**src/sv/touch_gesture_qualifier_macros.svh**
```systemverilog
// ----------------------------------------------------------------------------
// touch_gesture_qualifier_macros
// assertion macros used by the touch gesture qualifier top module
// ----------------------------------------------------------------------------
`ifndef TOUCH_GESTURE_QUALIFIER_MACROS_SVH
`define TOUCH_GESTURE_QUALIFIER_MACROS_SVH

// same-cycle implication, disabled while reset is low
`define TGQ_ASSERT_NOW(lbl, ante, cons) \
    lbl: assert property (@(posedge clk) disable iff (!rst_n) (ante) |-> (cons)) \
        else $error("assertion failed");

// next-cycle implication, disabled while reset is low
`define TGQ_ASSERT_NEXT(lbl, ante, cons) \
    lbl: assert property (@(posedge clk) disable iff (!rst_n) (ante) |=> (cons)) \
        else $error("assertion failed");

`endif

```
**src/sv/tgq_pkg.sv**
```systemverilog
// ----------------------------------------------------------------------------
// tgq_pkg
// types, register codes and constants of the touch gesture qualifier
// ----------------------------------------------------------------------------
package tgq_pkg;

    localparam int WINDOW_LEN_DEF  = 4;
    localparam int SAMPLE_BITS_DEF = 16;

    localparam int SAMPLE_W  = 16;
    localparam int SUM_THR_W = 18;
    localparam int LEVEL_W   = 16;
    localparam int COUNT_W   = 8;
    localparam int EVENT_W   = 2;
    localparam int OSUM_W    = 18;
    localparam int CFG_IDX_W = 4;
    localparam int CFG_DAT_W = 18;
    localparam int OUT_DAT_W = 24;

    localparam logic [COUNT_W-1:0] COUNT_MAX = '1;

    localparam logic [SUM_THR_W-1:0] SUM_THRESHOLD_RST   = 18'd50;
    localparam logic [COUNT_W-1:0]   SUM_RUN_NEEDED_RST  = 8'd1;
    localparam logic [LEVEL_W-1:0]   LOW_THRESHOLD_RST   = 16'd5;
    localparam logic [COUNT_W-1:0]   LOW_RUN_NEEDED_RST  = 8'd4;
    localparam logic [LEVEL_W-1:0]   HIGH_THRESHOLD_RST  = 16'd10;
    localparam logic [COUNT_W-1:0]   HIGH_RUN_LIMIT_RST  = 8'd10;
    localparam logic [COUNT_W-1:0]   STUCK_RUN_LIMIT_RST = 8'd25;
    localparam logic [COUNT_W-1:0]   VALID_WINDOW_RST    = 8'd4;

    typedef enum logic [CFG_IDX_W-1:0] {
        REG_SUM_THRESHOLD   = 4'd0,
        REG_SUM_RUN_NEEDED  = 4'd1,
        REG_LOW_THRESHOLD   = 4'd2,
        REG_LOW_RUN_NEEDED  = 4'd3,
        REG_HIGH_THRESHOLD  = 4'd4,
        REG_HIGH_RUN_LIMIT  = 4'd5,
        REG_STUCK_RUN_LIMIT = 4'd6,
        REG_VALID_WINDOW    = 4'd7
    } cfg_idx_t;

    typedef enum logic [EVENT_W-1:0] {
        EV_NONE  = 2'd0,
        EV_TOUCH = 2'd1,
        EV_RECAL = 2'd2
    } event_t;

    typedef struct packed {
        logic [SUM_THR_W-1:0] sum_threshold;
        logic [COUNT_W-1:0]   sum_run_needed;
        logic [LEVEL_W-1:0]   low_threshold;
        logic [COUNT_W-1:0]   low_run_needed;
        logic [LEVEL_W-1:0]   high_threshold;
        logic [COUNT_W-1:0]   high_run_limit;
        logic [COUNT_W-1:0]   stuck_run_limit;
        logic [COUNT_W-1:0]   valid_window;
    } cfg_t;

    typedef struct packed {
        event_t              event_res;
        logic [OSUM_W-1:0]   window_sum;
    } result_t;

endpackage

```
**src/sv/touch_gesture_qualifier.sv**
```systemverilog
// ----------------------------------------------------------------------------
// touch_gesture_qualifier
// qualifies touches and stuck-high conditions from a capacitive sample stream
// ----------------------------------------------------------------------------
// an accepted input beat passes the input register, then the output register, as its result beat
// throughput: one beat per cycle while m_tready is high, set by the single-pass update in tgq_core
// the input register takes a beat while a finished result is still held
// reset: asynchronous, clears window, counters, valid flags and config registers to defaults
module touch_gesture_qualifier #(
    parameter int WINDOW_LEN  = tgq_pkg::WINDOW_LEN_DEF,
    parameter int SAMPLE_BITS = tgq_pkg::SAMPLE_BITS_DEF
) (
    input  logic                              clk,
    input  logic                              rst_n,
    input  logic                              s_tvalid,
    output logic                              s_tready,
    input  logic [tgq_pkg::SAMPLE_W-1:0]      s_tdata,   // sample
    output logic                              m_tvalid,
    input  logic                              m_tready,
    output logic [tgq_pkg::OUT_DAT_W-1:0]     m_tdata,   // event_res, window_sum, zero pad
    input  logic                              cfg_wr_en,
    input  logic [tgq_pkg::CFG_IDX_W-1:0]     cfg_index,
    input  logic [tgq_pkg::CFG_DAT_W-1:0]     cfg_data
);
    import tgq_pkg::*;

    `include "touch_gesture_qualifier_macros.svh"

    cfg_t                cfg;
    result_t             result;
    logic                in_valid_reg;
    logic [SAMPLE_W-1:0] sample_reg;
    logic                out_valid_reg;
    result_t             out_reg;
    logic                advance;

    assign advance  = in_valid_reg && (!out_valid_reg || m_tready);
    assign s_tready = !in_valid_reg || advance;

    tgq_cfg u_cfg (
        .clk       (clk),
        .rst_n     (rst_n),
        .cfg_wr_en (cfg_wr_en),
        .cfg_index (cfg_index),
        .cfg_data  (cfg_data),
        .cfg       (cfg)
    );

    tgq_core #(
        .WINDOW_LEN  (WINDOW_LEN),
        .SAMPLE_BITS (SAMPLE_BITS)
    ) u_core (
        .clk     (clk),
        .rst_n   (rst_n),
        .advance (advance),
        .sample  (sample_reg),
        .cfg     (cfg),
        .result  (result)
    );

    always_ff @(posedge clk or negedge rst_n)
    begin
        if (!rst_n)
        begin
            in_valid_reg  <= 1'b0;
            out_valid_reg <= 1'b0;
        end
        else
        begin
            if (s_tready)
            begin
                in_valid_reg <= s_tvalid;
            end
            if (advance)
            begin
                out_valid_reg <= 1'b1;
            end
            else if (m_tready)
            begin
                out_valid_reg <= 1'b0;
            end
        end
    end

    always_ff @(posedge clk)
    begin
        if (s_tvalid && s_tready)
        begin
            sample_reg <= s_tdata;
        end
        if (advance)
        begin
            out_reg <= result;
        end
    end

    assign m_tvalid = out_valid_reg;
    assign m_tdata  = {{(OUT_DAT_W - EVENT_W - OSUM_W){1'b0}},
                       out_reg.window_sum, out_reg.event_res};

    // an event clears the window, so its beat always carries a zero sum
    `TGQ_ASSERT_NOW(a_event_zero_sum, out_valid_reg && (out_reg.event_res != EV_NONE),
                    out_reg.window_sum == '0)
    // input stage only refuses a beat while it holds one
    `TGQ_ASSERT_NOW(a_ready_when_empty, !s_tready, in_valid_reg)
    // a held input beat waits unchanged for the output register
    `TGQ_ASSERT_NEXT(a_in_hold, in_valid_reg && !advance,
                     in_valid_reg && $stable(sample_reg))
    // every advance produces a result beat
    `TGQ_ASSERT_NEXT(a_advance_out, advance, out_valid_reg)

endmodule

```
**src/sv/tgq_cfg.sv**
```systemverilog
// ----------------------------------------------------------------------------
// tgq_cfg
// configuration register file, written by index, no read-back
// ----------------------------------------------------------------------------
module tgq_cfg (
    input  logic                               clk,
    input  logic                               rst_n,
    input  logic                               cfg_wr_en,
    input  logic [tgq_pkg::CFG_IDX_W-1:0]      cfg_index,
    input  logic [tgq_pkg::CFG_DAT_W-1:0]      cfg_data,
    output tgq_pkg::cfg_t                      cfg
);
    import tgq_pkg::*;

    cfg_t cfg_reg;
    cfg_t cfg_next;

    always_comb
    begin
        cfg_next = cfg_reg;
        if (cfg_wr_en)
        begin
            case (cfg_idx_t'(cfg_index))
                REG_SUM_THRESHOLD:   cfg_next.sum_threshold   = cfg_data[SUM_THR_W-1:0];
                REG_SUM_RUN_NEEDED:  cfg_next.sum_run_needed  = cfg_data[COUNT_W-1:0];
                REG_LOW_THRESHOLD:   cfg_next.low_threshold   = cfg_data[LEVEL_W-1:0];
                REG_LOW_RUN_NEEDED:  cfg_next.low_run_needed  = cfg_data[COUNT_W-1:0];
                REG_HIGH_THRESHOLD:  cfg_next.high_threshold  = cfg_data[LEVEL_W-1:0];
                REG_HIGH_RUN_LIMIT:  cfg_next.high_run_limit  = cfg_data[COUNT_W-1:0];
                REG_STUCK_RUN_LIMIT: cfg_next.stuck_run_limit = cfg_data[COUNT_W-1:0];
                REG_VALID_WINDOW:    cfg_next.valid_window    = cfg_data[COUNT_W-1:0];
                default:             cfg_next = cfg_reg;
            endcase
        end
    end

    always_ff @(posedge clk or negedge rst_n)
    begin
        if (!rst_n)
        begin
            cfg_reg.sum_threshold   <= SUM_THRESHOLD_RST;
            cfg_reg.sum_run_needed  <= SUM_RUN_NEEDED_RST;
            cfg_reg.low_threshold   <= LOW_THRESHOLD_RST;
            cfg_reg.low_run_needed  <= LOW_RUN_NEEDED_RST;
            cfg_reg.high_threshold  <= HIGH_THRESHOLD_RST;
            cfg_reg.high_run_limit  <= HIGH_RUN_LIMIT_RST;
            cfg_reg.stuck_run_limit <= STUCK_RUN_LIMIT_RST;
            cfg_reg.valid_window    <= VALID_WINDOW_RST;
        end
        else
        begin
            cfg_reg <= cfg_next;
        end
    end

    assign cfg = cfg_reg;

endmodule

```
**src/sv/tgq_core.sv**
```systemverilog
// ----------------------------------------------------------------------------
// tgq_core
// sample window, running sum, run counters and validity countdowns;
// one sample is folded in per advance
// ----------------------------------------------------------------------------
module tgq_core #(
    parameter int WINDOW_LEN  = tgq_pkg::WINDOW_LEN_DEF,
    parameter int SAMPLE_BITS = tgq_pkg::SAMPLE_BITS_DEF
) (
    input  logic                                  clk,
    input  logic                                  rst_n,
    input  logic                                  advance,
    input  logic [tgq_pkg::SAMPLE_W-1:0]          sample,
    input  tgq_pkg::cfg_t                         cfg,
    output tgq_pkg::result_t                      result
);
    import tgq_pkg::*;

    localparam int SW    = (SAMPLE_BITS < SAMPLE_W) ? SAMPLE_BITS : SAMPLE_W;
    localparam int SUM_W = SW + $clog2(WINDOW_LEN + 1);
    localparam int CMP_W = (SUM_W > SUM_THR_W) ? SUM_W : SUM_THR_W;
    localparam int LVL_W = (SW > LEVEL_W) ? SW : LEVEL_W;
    localparam int OUT_W = (SUM_W > OSUM_W) ? SUM_W : OSUM_W;

    logic [SW-1:0]      win_reg [WINDOW_LEN];
    logic [SUM_W-1:0]   sum_reg;
    logic [SUM_W-1:0]   sum_next;
    logic [COUNT_W-1:0] sum_cnt_reg, sum_cnt_next;
    logic [COUNT_W-1:0] low_cnt_reg, low_cnt_next;
    logic [COUNT_W-1:0] high_cnt_reg, high_cnt_next;
    logic [COUNT_W-1:0] sum_left_reg, sum_left_next;
    logic [COUNT_W-1:0] low_left_reg, low_left_next;

    logic [SW-1:0]      s;
    logic [SUM_W-1:0]   sum_step;
    logic               sum_hit, low_hit, high_hit;
    logic [COUNT_W-1:0] sum_bump, low_bump, high_bump;
    logic [COUNT_W-1:0] sum_left_ld, low_left_ld;
    logic [COUNT_W-1:0] sum_cnt_step, low_cnt_step, high_cnt_step;
    event_t             ev;

    always_comb
    begin
        s        = sample[SW-1:0];
        sum_step = sum_reg - SUM_W'(win_reg[WINDOW_LEN-1]) + SUM_W'(s);
        sum_hit  = CMP_W'(sum_step) >= CMP_W'(cfg.sum_threshold);
        low_hit  = LVL_W'(s) >= LVL_W'(cfg.low_threshold);
        high_hit = LVL_W'(s) >= LVL_W'(cfg.high_threshold);

        sum_bump  = (sum_cnt_reg == COUNT_MAX) ? COUNT_MAX : sum_cnt_reg + 1'b1;
        low_bump  = (low_cnt_reg == COUNT_MAX) ? COUNT_MAX : low_cnt_reg + 1'b1;
        high_bump = (high_cnt_reg == COUNT_MAX) ? COUNT_MAX : high_cnt_reg + 1'b1;

        // sum feature
        sum_left_ld = sum_left_reg;
        if (!sum_hit)
        begin
            sum_cnt_step = '0;
        end
        else if (sum_bump >= cfg.sum_run_needed)
        begin
            sum_cnt_step = cfg.sum_run_needed;
            sum_left_ld  = cfg.valid_window;
        end
        else
        begin
            sum_cnt_step = sum_bump;
        end

        // low-run feature
        low_left_ld = low_left_reg;
        if (!low_hit)
        begin
            low_cnt_step = '0;
        end
        else if (low_bump >= cfg.low_run_needed)
        begin
            low_cnt_step = cfg.low_run_needed;
            low_left_ld  = cfg.valid_window;
        end
        else
        begin
            low_cnt_step = low_bump;
        end

        // high run, touch and recalibrate decision
        ev = EV_NONE;
        if (high_hit)
        begin
            high_cnt_step = high_bump;
            if (high_bump >= cfg.stuck_run_limit)
            begin
                ev = EV_RECAL;
            end
        end
        else
        begin
            high_cnt_step = '0;
            if ((high_cnt_reg <= cfg.high_run_limit) && (sum_left_ld != '0)
                && (low_left_ld != '0))
            begin
                ev = EV_TOUCH;
            end
        end

        if (ev != EV_NONE)
        begin
            sum_next      = '0;
            sum_cnt_next  = '0;
            low_cnt_next  = '0;
            high_cnt_next = '0;
            sum_left_next = '0;
            low_left_next = '0;
        end
        else
        begin
            sum_next      = sum_step;
            sum_cnt_next  = sum_cnt_step;
            low_cnt_next  = low_cnt_step;
            high_cnt_next = high_cnt_step;
            sum_left_next = (sum_left_ld != '0) ? sum_left_ld - 1'b1 : sum_left_ld;
            low_left_next = (low_left_ld != '0) ? low_left_ld - 1'b1 : low_left_ld;
        end

        result.event_res  = ev;
        result.window_sum = OSUM_W'(OUT_W'(sum_next));
    end

    // window kept as a shift line: oldest entry always at the last tap
    always_ff @(posedge clk or negedge rst_n)
    begin
        if (!rst_n)
        begin
            for (int i = 0; i < WINDOW_LEN; i++)
            begin
                win_reg[i] <= '0;
            end
            sum_reg      <= '0;
            sum_cnt_reg  <= '0;
            low_cnt_reg  <= '0;
            high_cnt_reg <= '0;
            sum_left_reg <= '0;
            low_left_reg <= '0;
        end
        else if (advance)
        begin
            if (ev != EV_NONE)
            begin
                for (int i = 0; i < WINDOW_LEN; i++)
                begin
                    win_reg[i] <= '0;
                end
            end
            else
            begin
                win_reg[0] <= s;
                for (int i = 1; i < WINDOW_LEN; i++)
                begin
                    win_reg[i] <= win_reg[i-1];
                end
            end
            sum_reg      <= sum_next;
            sum_cnt_reg  <= sum_cnt_next;
            low_cnt_reg  <= low_cnt_next;
            high_cnt_reg <= high_cnt_next;
            sum_left_reg <= sum_left_next;
            low_left_reg <= low_left_next;
        end
    end

endmodule

```
**config.mk**
```make
export PLATFORM = sky130hd
export DESIGN_NAME = touch_gesture_qualifier
export DESIGN_NICKNAME = d
export VERILOG_FILES = /design/src/sv/tgq_pkg.sv /design/src/sv/touch_gesture_qualifier.sv /design/src/sv/tgq_cfg.sv /design/src/sv/tgq_core.sv
export VERILOG_INCLUDE_DIRS = /design/src /design/src/sv
export SDC_FILE = /design/constraint.sdc
export NUM_CORES = 1
export LEC_CHECK = 0
export BUFFER_PORTS_ARGS = -buffer_cell sky130_fd_sc_hd__buf_4
export CAP_MARGIN = 20
export CORE_MARGIN = 2
export CORE_UTILIZATION = 57
export DETAILED_ROUTE_END_ITERATION = 10
export PLACE_DENSITY = 0.83
export SYNTH_ARGS = -nofsm -noshare
export SYNTH_HDL_FRONTEND = slang
export SYNTH_SLANG_ARGS = --single-unit
```
**constraint.sdc**
```tcl
create_clock -name clk -period 17.8 [get_ports clk]
set_input_delay 1.78 -clock clk [delete_from_list [all_inputs] [get_ports clk]]
set_output_delay 1.78 -clock clk [all_outputs]
set_load 0.02 [all_outputs]
```
# --- After elaboration in Yosys (flattened, before gate mapping) ---
# Cells that the tools add are included.
op_classes:
  addsub: 7
  order_cmp: 7
  eq_ne: 10
  mux: 26
  reduce_logical: 21
ops:
  columns: ["cell", "count"]
  rows:
  - ["two-way mux 8 bit", 19]
  - ["two-way mux 64 bit", 1]
  - ["greater-or-equal comparator 16 bit", 2]
  - ["adder 8 x 1 -> 8 bit (second input constant)", 3]
  - ["== test 8 bit (second input constant)", 3]
  - ["greater-or-equal comparator 8 bit", 3]
  - ["adder 19 x 16 -> 19 bit", 1]
  - ["greater-or-equal comparator 19 x 18 -> 1 bit", 1]
  - ["two-way mux 19 bit", 1]
  - ["subtractor 19 x 16 -> 19 bit", 1]
  - ["== test 4 x 3 -> 1 bit (second input constant)", 4]
  - ["AND reduction 2 bit", 8]
  - ["nonzero test 8 bit", 2]
  - ["subtractor 8 x 1 -> 8 bit (second input constant)", 2]
  - ["== test 4 x 2 -> 1 bit (second input constant)", 2]
  - ["<= comparator 8 bit", 1]
  - ["== test 4 x 1 -> 1 bit (second input constant)", 1]
  - ["logical AND 1 bit", 4]
  - ["zero test 4 bit", 1]
  - ["two-way mux 2 bit", 2]
  - ["nonzero test 2 bit", 2]
  - ["two-way mux 1 bit", 3]
  - ["zero test 1 bit", 2]
  - ["logical OR 1 bit", 2]
word_totals:
  ff_bits: 251
  in_bits: 43
  word_cells: 94

# --- Longest topological paths before layout ---
logic_depth:
  depth_word: 12
  ltp_mapped: 32
  depth_no_buf: 28

# --- By module ---
# A second synthesis with hierarchy kept.
hier_totals:
  hier_cells: 1282
  area_unflattened_um2: 14033.5
modules_own_cells:
  columns: ["mod", "instances", "cells_per_inst", "area_each_um2", "seq_area_each_um2"]
  rows:
  - ["tgq_core", 1, 1034, 9345.2, 3078.0]
  - ["tgq_cfg", 1, 199, 3469.6, 2270.9]
  - ["touch_gesture_qualifier", 1, 49, 1218.7, 1131.1]

# --- Worst setup path after synthesis ---
# No wires, ideal clock.
synth_timing:
  path_kind: "flip-flop to flip-flop"
  start: "register sample_reg[5]"
  end: "register u_core.low_cnt_reg[0]"
  setup_time_ps: 77
  arrival_ps: 5889
  required_time_ps: 17723
  setup_slack_ps: 11834
  path_stages_with_launch: 31
  n_path_buf: 4
  period_less_slack_ps: 5966
  path_cell_list: "edfxtp_1 inv_1 fa_1 inv_1 ha_1 a21o_1 or3_1 o211ai_1 nand2b_1 a21o_1 a21boi_0 xnor2_1 ha_1 nand3_1 nor2_1 a2111oi_0 o21ai_0 a221oi_1 a21bo_2 nand2b_1 buf_2 buf_2 mux2i_1 ha_1 nand2_1 o31ai_1 o21a_1 buf_4 buf_6 nand2_2 o21ai_1"
synth_via:
  elab_chain_cells: 10
  word_cells_on_any_way: 15
  classes_between: "1 x add/sub; 3 x order compare; 6 x mux; 5 x reduce/logical"
synth_lines:
  columns: ["item", "line", "text"]
  rows:
  - ["from (decl)", "touch_gesture_qualifier.sv:32", "logic [SAMPLE_W-1:0] sample_reg;"]
  - ["from (signal assigned)", "touch_gesture_qualifier.sv:89", "sample_reg <= s_tdata;"]
  - ["adder 19 x 16 -> 19 bit", "tgq_core.sv:45", "sum_step = sum_reg - SUM_W'(win_reg[WINDOW_LEN-1]) + SUM_W'(s);"]
  - ["greater-or-equal comparator 19 x 18 -> 1 bit", "tgq_core.sv:46", "sum_hit = CMP_W'(sum_step) >= CMP_W'(cfg.sum_threshold);"]
  - ["two-way mux 8 bit", "tgq_core.sv:56", "if (!sum_hit)"]
  - ["nonzero test 8 bit", "tgq_core.sv:99", "if ((high_cnt_reg <= cfg.high_run_limit) && (sum_left_ld != '0)"]
  - ["logical AND 1 bit", "tgq_core.sv:99", null]
  - ["logical AND 1 bit", "tgq_core.sv:100", "&& (low_left_ld != '0))"]
  - ["two-way mux 1 bit", "tgq_core.sv:99", null]
  - ["two-way mux 2 bit", "tgq_core.sv:88", "if (high_hit)"]
  - ["nonzero test 2 bit", "tgq_core.sv:106", "if (ev != EV_NONE)"]
  - ["two-way mux 8 bit (*)", "tgq_core.sv:106", null]
  - ["to (signal assigned)", "tgq_core.sv:164", "low_cnt_reg <= low_cnt_next;"]
  - ["to (decl)", "tgq_core.sv:29", "logic [COUNT_W-1:0] low_cnt_reg, low_cnt_next;"]
# Every way passes the cells marked *; elsewhere a longest branch is shown, timed or not.
# A chain may end at the register's enable or synchronous reset.

# --- Worst setup path in the final report ---
# Same ends and word-level chain as after synthesis.

==> key figures <==
Status
  – Status: finished, final reports clean

Clock network
  – Clock tree buffer depth: 3
  – CTS tree: built
  – Clock-pin slew on the worst setup and hold paths: roughly 0.06 ns
  – CTS Buf Count: 26
  – H-tree level count: 1
  – Post-CTS setup buffer count: 0
  – Clock Latency Late Sink: between 0.5 and 0.6 ns
  – Cts hold-fix bufs: 0
  – Clock root cell: clkbuf_16
  – Num Clock Sinks: between 200 and 300
  – CTS resizes: 0

Global route
  – Initial antenna violation count: 0
  – Global-route wire length before repair: just over 50 mm
  – Largest net degree at the start of global routing: 90
  – Vias in the first global route: around 10000
  – GR Overflow Total: 0
  – GR Util All Layers: about 25%

Pwr
  – Total power: 3.026 mW
  – Cell Pwr Density: between 150 and 200 nW/um^2
  – Peak VDD IR: between 0.1 and 0.15 mV
  – Static Leak: ~7.5 nW

Placed design
  – DP HPWL: between 20 and 25 mm
  – Pre-CTS WS: 10.51 ns
  – Final Wtd Congestion: 0.9218
  – Port Buf Inserts: 64
  – Dpl cell area: 14420 um^2

STA
  – Tcrit/Tclk final: a little over two fifths
  – Final Hold Fails: 0
  – Fmax: roughly 0.13 GHz
  – Slew HR: roughly 36%
  – Final setup violating endpoints: 0
  – RSZ-0062 raised after global routing: false
  – Setup TNS: 0 ns
  – Worst Max-Slew Pin Slew: 0.9613 ns
  – Clk_skew: 0.008224 ns
  – Final slew viol count: 0
  – Fin worst setup slack: 10.39 ns
  – Min Tclk post-route: around 7.4 ns

Routing
  – DRC viols: 0
  – Routed Antenna Nets: 0
  – Routed wire per std cell: about 18 um
  – Detailed Route WL: slightly above 30 mm
  – Starting DRT DRC Count: between 700 and 800
  – Vias/cell: roughly 5.7
  – Drt pass-1 iters: 5
  – Vias: 9762

Finish
  – Max reg flops: 90
  – Filler cells: about 1800
  – Final Core Density: 65.36%
  – Nets: roughly 1500
  – Share of cells above drive strength 1: between 10% and 20%
  – Area grow syn2layout: 12.42%
  – Fin area: between 15000 and 20000 um^2

Logic synthesis
  – Count of cell types in the netlist: 65
  – Top cells by area, synth: dfrtp_1 (37%), ha_1 (9.8%), edfxtp_1 (7.9%), mux2_2 (5.9%), inv_1 (4.6%)
  – Most common cell in the netlist: dfrtp_1
  – Post-synthesis sequential area ratio: between 40% and 50%
  – Mean post-synth cell area: about 11 um^2
  – Synth async-reset ratio: between 80% and 90%
  – Top post-synthesis cells by count: dfrtp_1 (200), inv_1 (166), nand2_1 (112)
  – EDFF count, synth: 36
  – Cells after Synth: 1294
  – Total number of yosys warnings: 0
  – Largest area contributor in the netlist: dfrtp_1
  – Flop and latch count out of synthesis: 251
  – Dominant synthesized flop cell: dfrtp_1
  – Cell Area, Synth: roughly 14000 um^2
  – Yosys top cell area share: between 30% and 40%

Floorplanning
  – Core area: between 20000 and 25000 um^2
  – Total die area: between 20000 and 30000 um^2
  – Starting Density: about three fifths
  – IO Count: 69
  – Row cnt: between 50 and 60
  – Die Wd: around 160 um
  – Die height: around 160 um

Setup path
  – CP required: 18.26 ns
  – Setup Crit Path Kind: reg -> reg
  – CP endpoint kind: flop
  – Worst EP arrival: ~8 ns
  – CP Launch Type: flop
  – Critical Path Fanout Max: 61

Worst hold path
  – HP Class: reg -> reg

Flow run
  – Max-cap violations: 0
critical path: stages (launching register included):
cell and delay, ns:
edfxtp_1 0.37, inv_1 0.10, fa_1 0.55, inv_1 0.04, ha_1 0.37, a21o_1 0.20, or3_1 0.32, o211ai_1 0.24
nand2b_1 0.09, a21o_1 0.20, a21boi_0 0.23, xnor2_1 0.18, ha_1 0.26, nand3_1 0.10, nor2_1 0.05, a2111oi_0 0.39
o21ai_0 0.22, a221oi_1 0.35, a21bo_2 0.29, nand2b_1 0.48, mux2i_1 0.29, ha_1 0.22, nand2_1 0.12, o31ai_1 0.42
o21a_2 0.20, buf_4 0.54, nand2_2 0.28, o21ai_1 0.21
placed cells by master, fill, tap and decap left out, drive strengths merged, types with 19 or more instances in the layout:
| master | n |
|---|---|
| nor2 | 51 |
| mux2 | 71 |
| a22o | 63 |
| ha | 107 |
| clkbuf | 38 |
| inv | 168 |
| dfrtp | 200 |
| xnor2 | 20 |
| buf | 74 |
| a21oi | 43 |
| nand2 | 114 |
| edfxtp | 36 |
| nand2b | 19 |
| o21ai | 92 |
| a21o | 23 |
metal layers:
layer	wire length, um	part of all wire [%]	track usage, %
met5	0	0	0
met4	568	1.8	6.797
met3	1784	5.7	3.109
met2	14540	47	39.94
met1	14170	46	35.94
cell families (layout without fill, tap and decap cells):
kind of cell | Yosys count | after routing | share of synthesized area [%]
flops | 251 | 251 | 47.48
buf+inv | 210 | 290 | 6.088
compound gates | 302 | 302 | 14.99
mux | 88 | 88 | 7.106
fa+ha+maj | 123 | 123 | 12.16
simple gates | 284 | 284 | 9.902
other cells | 1 | 6 | 0.02748
xor+xnor | 35 | 35 | 2.246
cell type report:
class	count	area [um^2]	area share, %
Inverter	167	626.9	4.086
Sequential cell	251	6480	42.24
Antenna cell	2	5.005	0.03262
Clock inverter	11	111.4	0.7258
Timing Repair Buffer	75	569.3	3.711
Tap cell	319	399.1	2.602
Multi-Input combinational cell	836	6356	41.43
Clock buffer	37	794.5	5.179
path summary, 6_finish.rpt:
path                                     from               endpoint  slack [ns]  cells past startpoint
min                        u_core.win_reg[56]     u_core.win_reg[56]        0.48                      2
max reg2reg                     sample_reg[5]  u_core.low_cnt_reg[0]       10.39                     27
max in group asynchronous               rst_n     u_core.sum_reg[10]       15.21                      2
min in group asynchronous               rst_n          u_cfg.cfg[16]        1.24                      1
max                             sample_reg[5]  u_core.low_cnt_reg[0]       10.39                     27
min reg2reg                u_core.win_reg[56]     u_core.win_reg[56]        0.48                      2
per-stage QoR:
step	instances	hold WS, ns
after floorplan	1297	0.4507
after global placement	1647	0.4637
after detailed placement	1647	0.4713
after CTS	1695	0.4846
after global routing	1696	0.5156
final	1698	0.4778
where the power goes:
part	switching [mW]	leakage, nW	internal, mW
clock	0.228	0.444	0.339
combinational	0.917	3.96	0.642
sequential	0.110	3.09	0.788
Note: power is estimated with default switching activity, not from simulation.
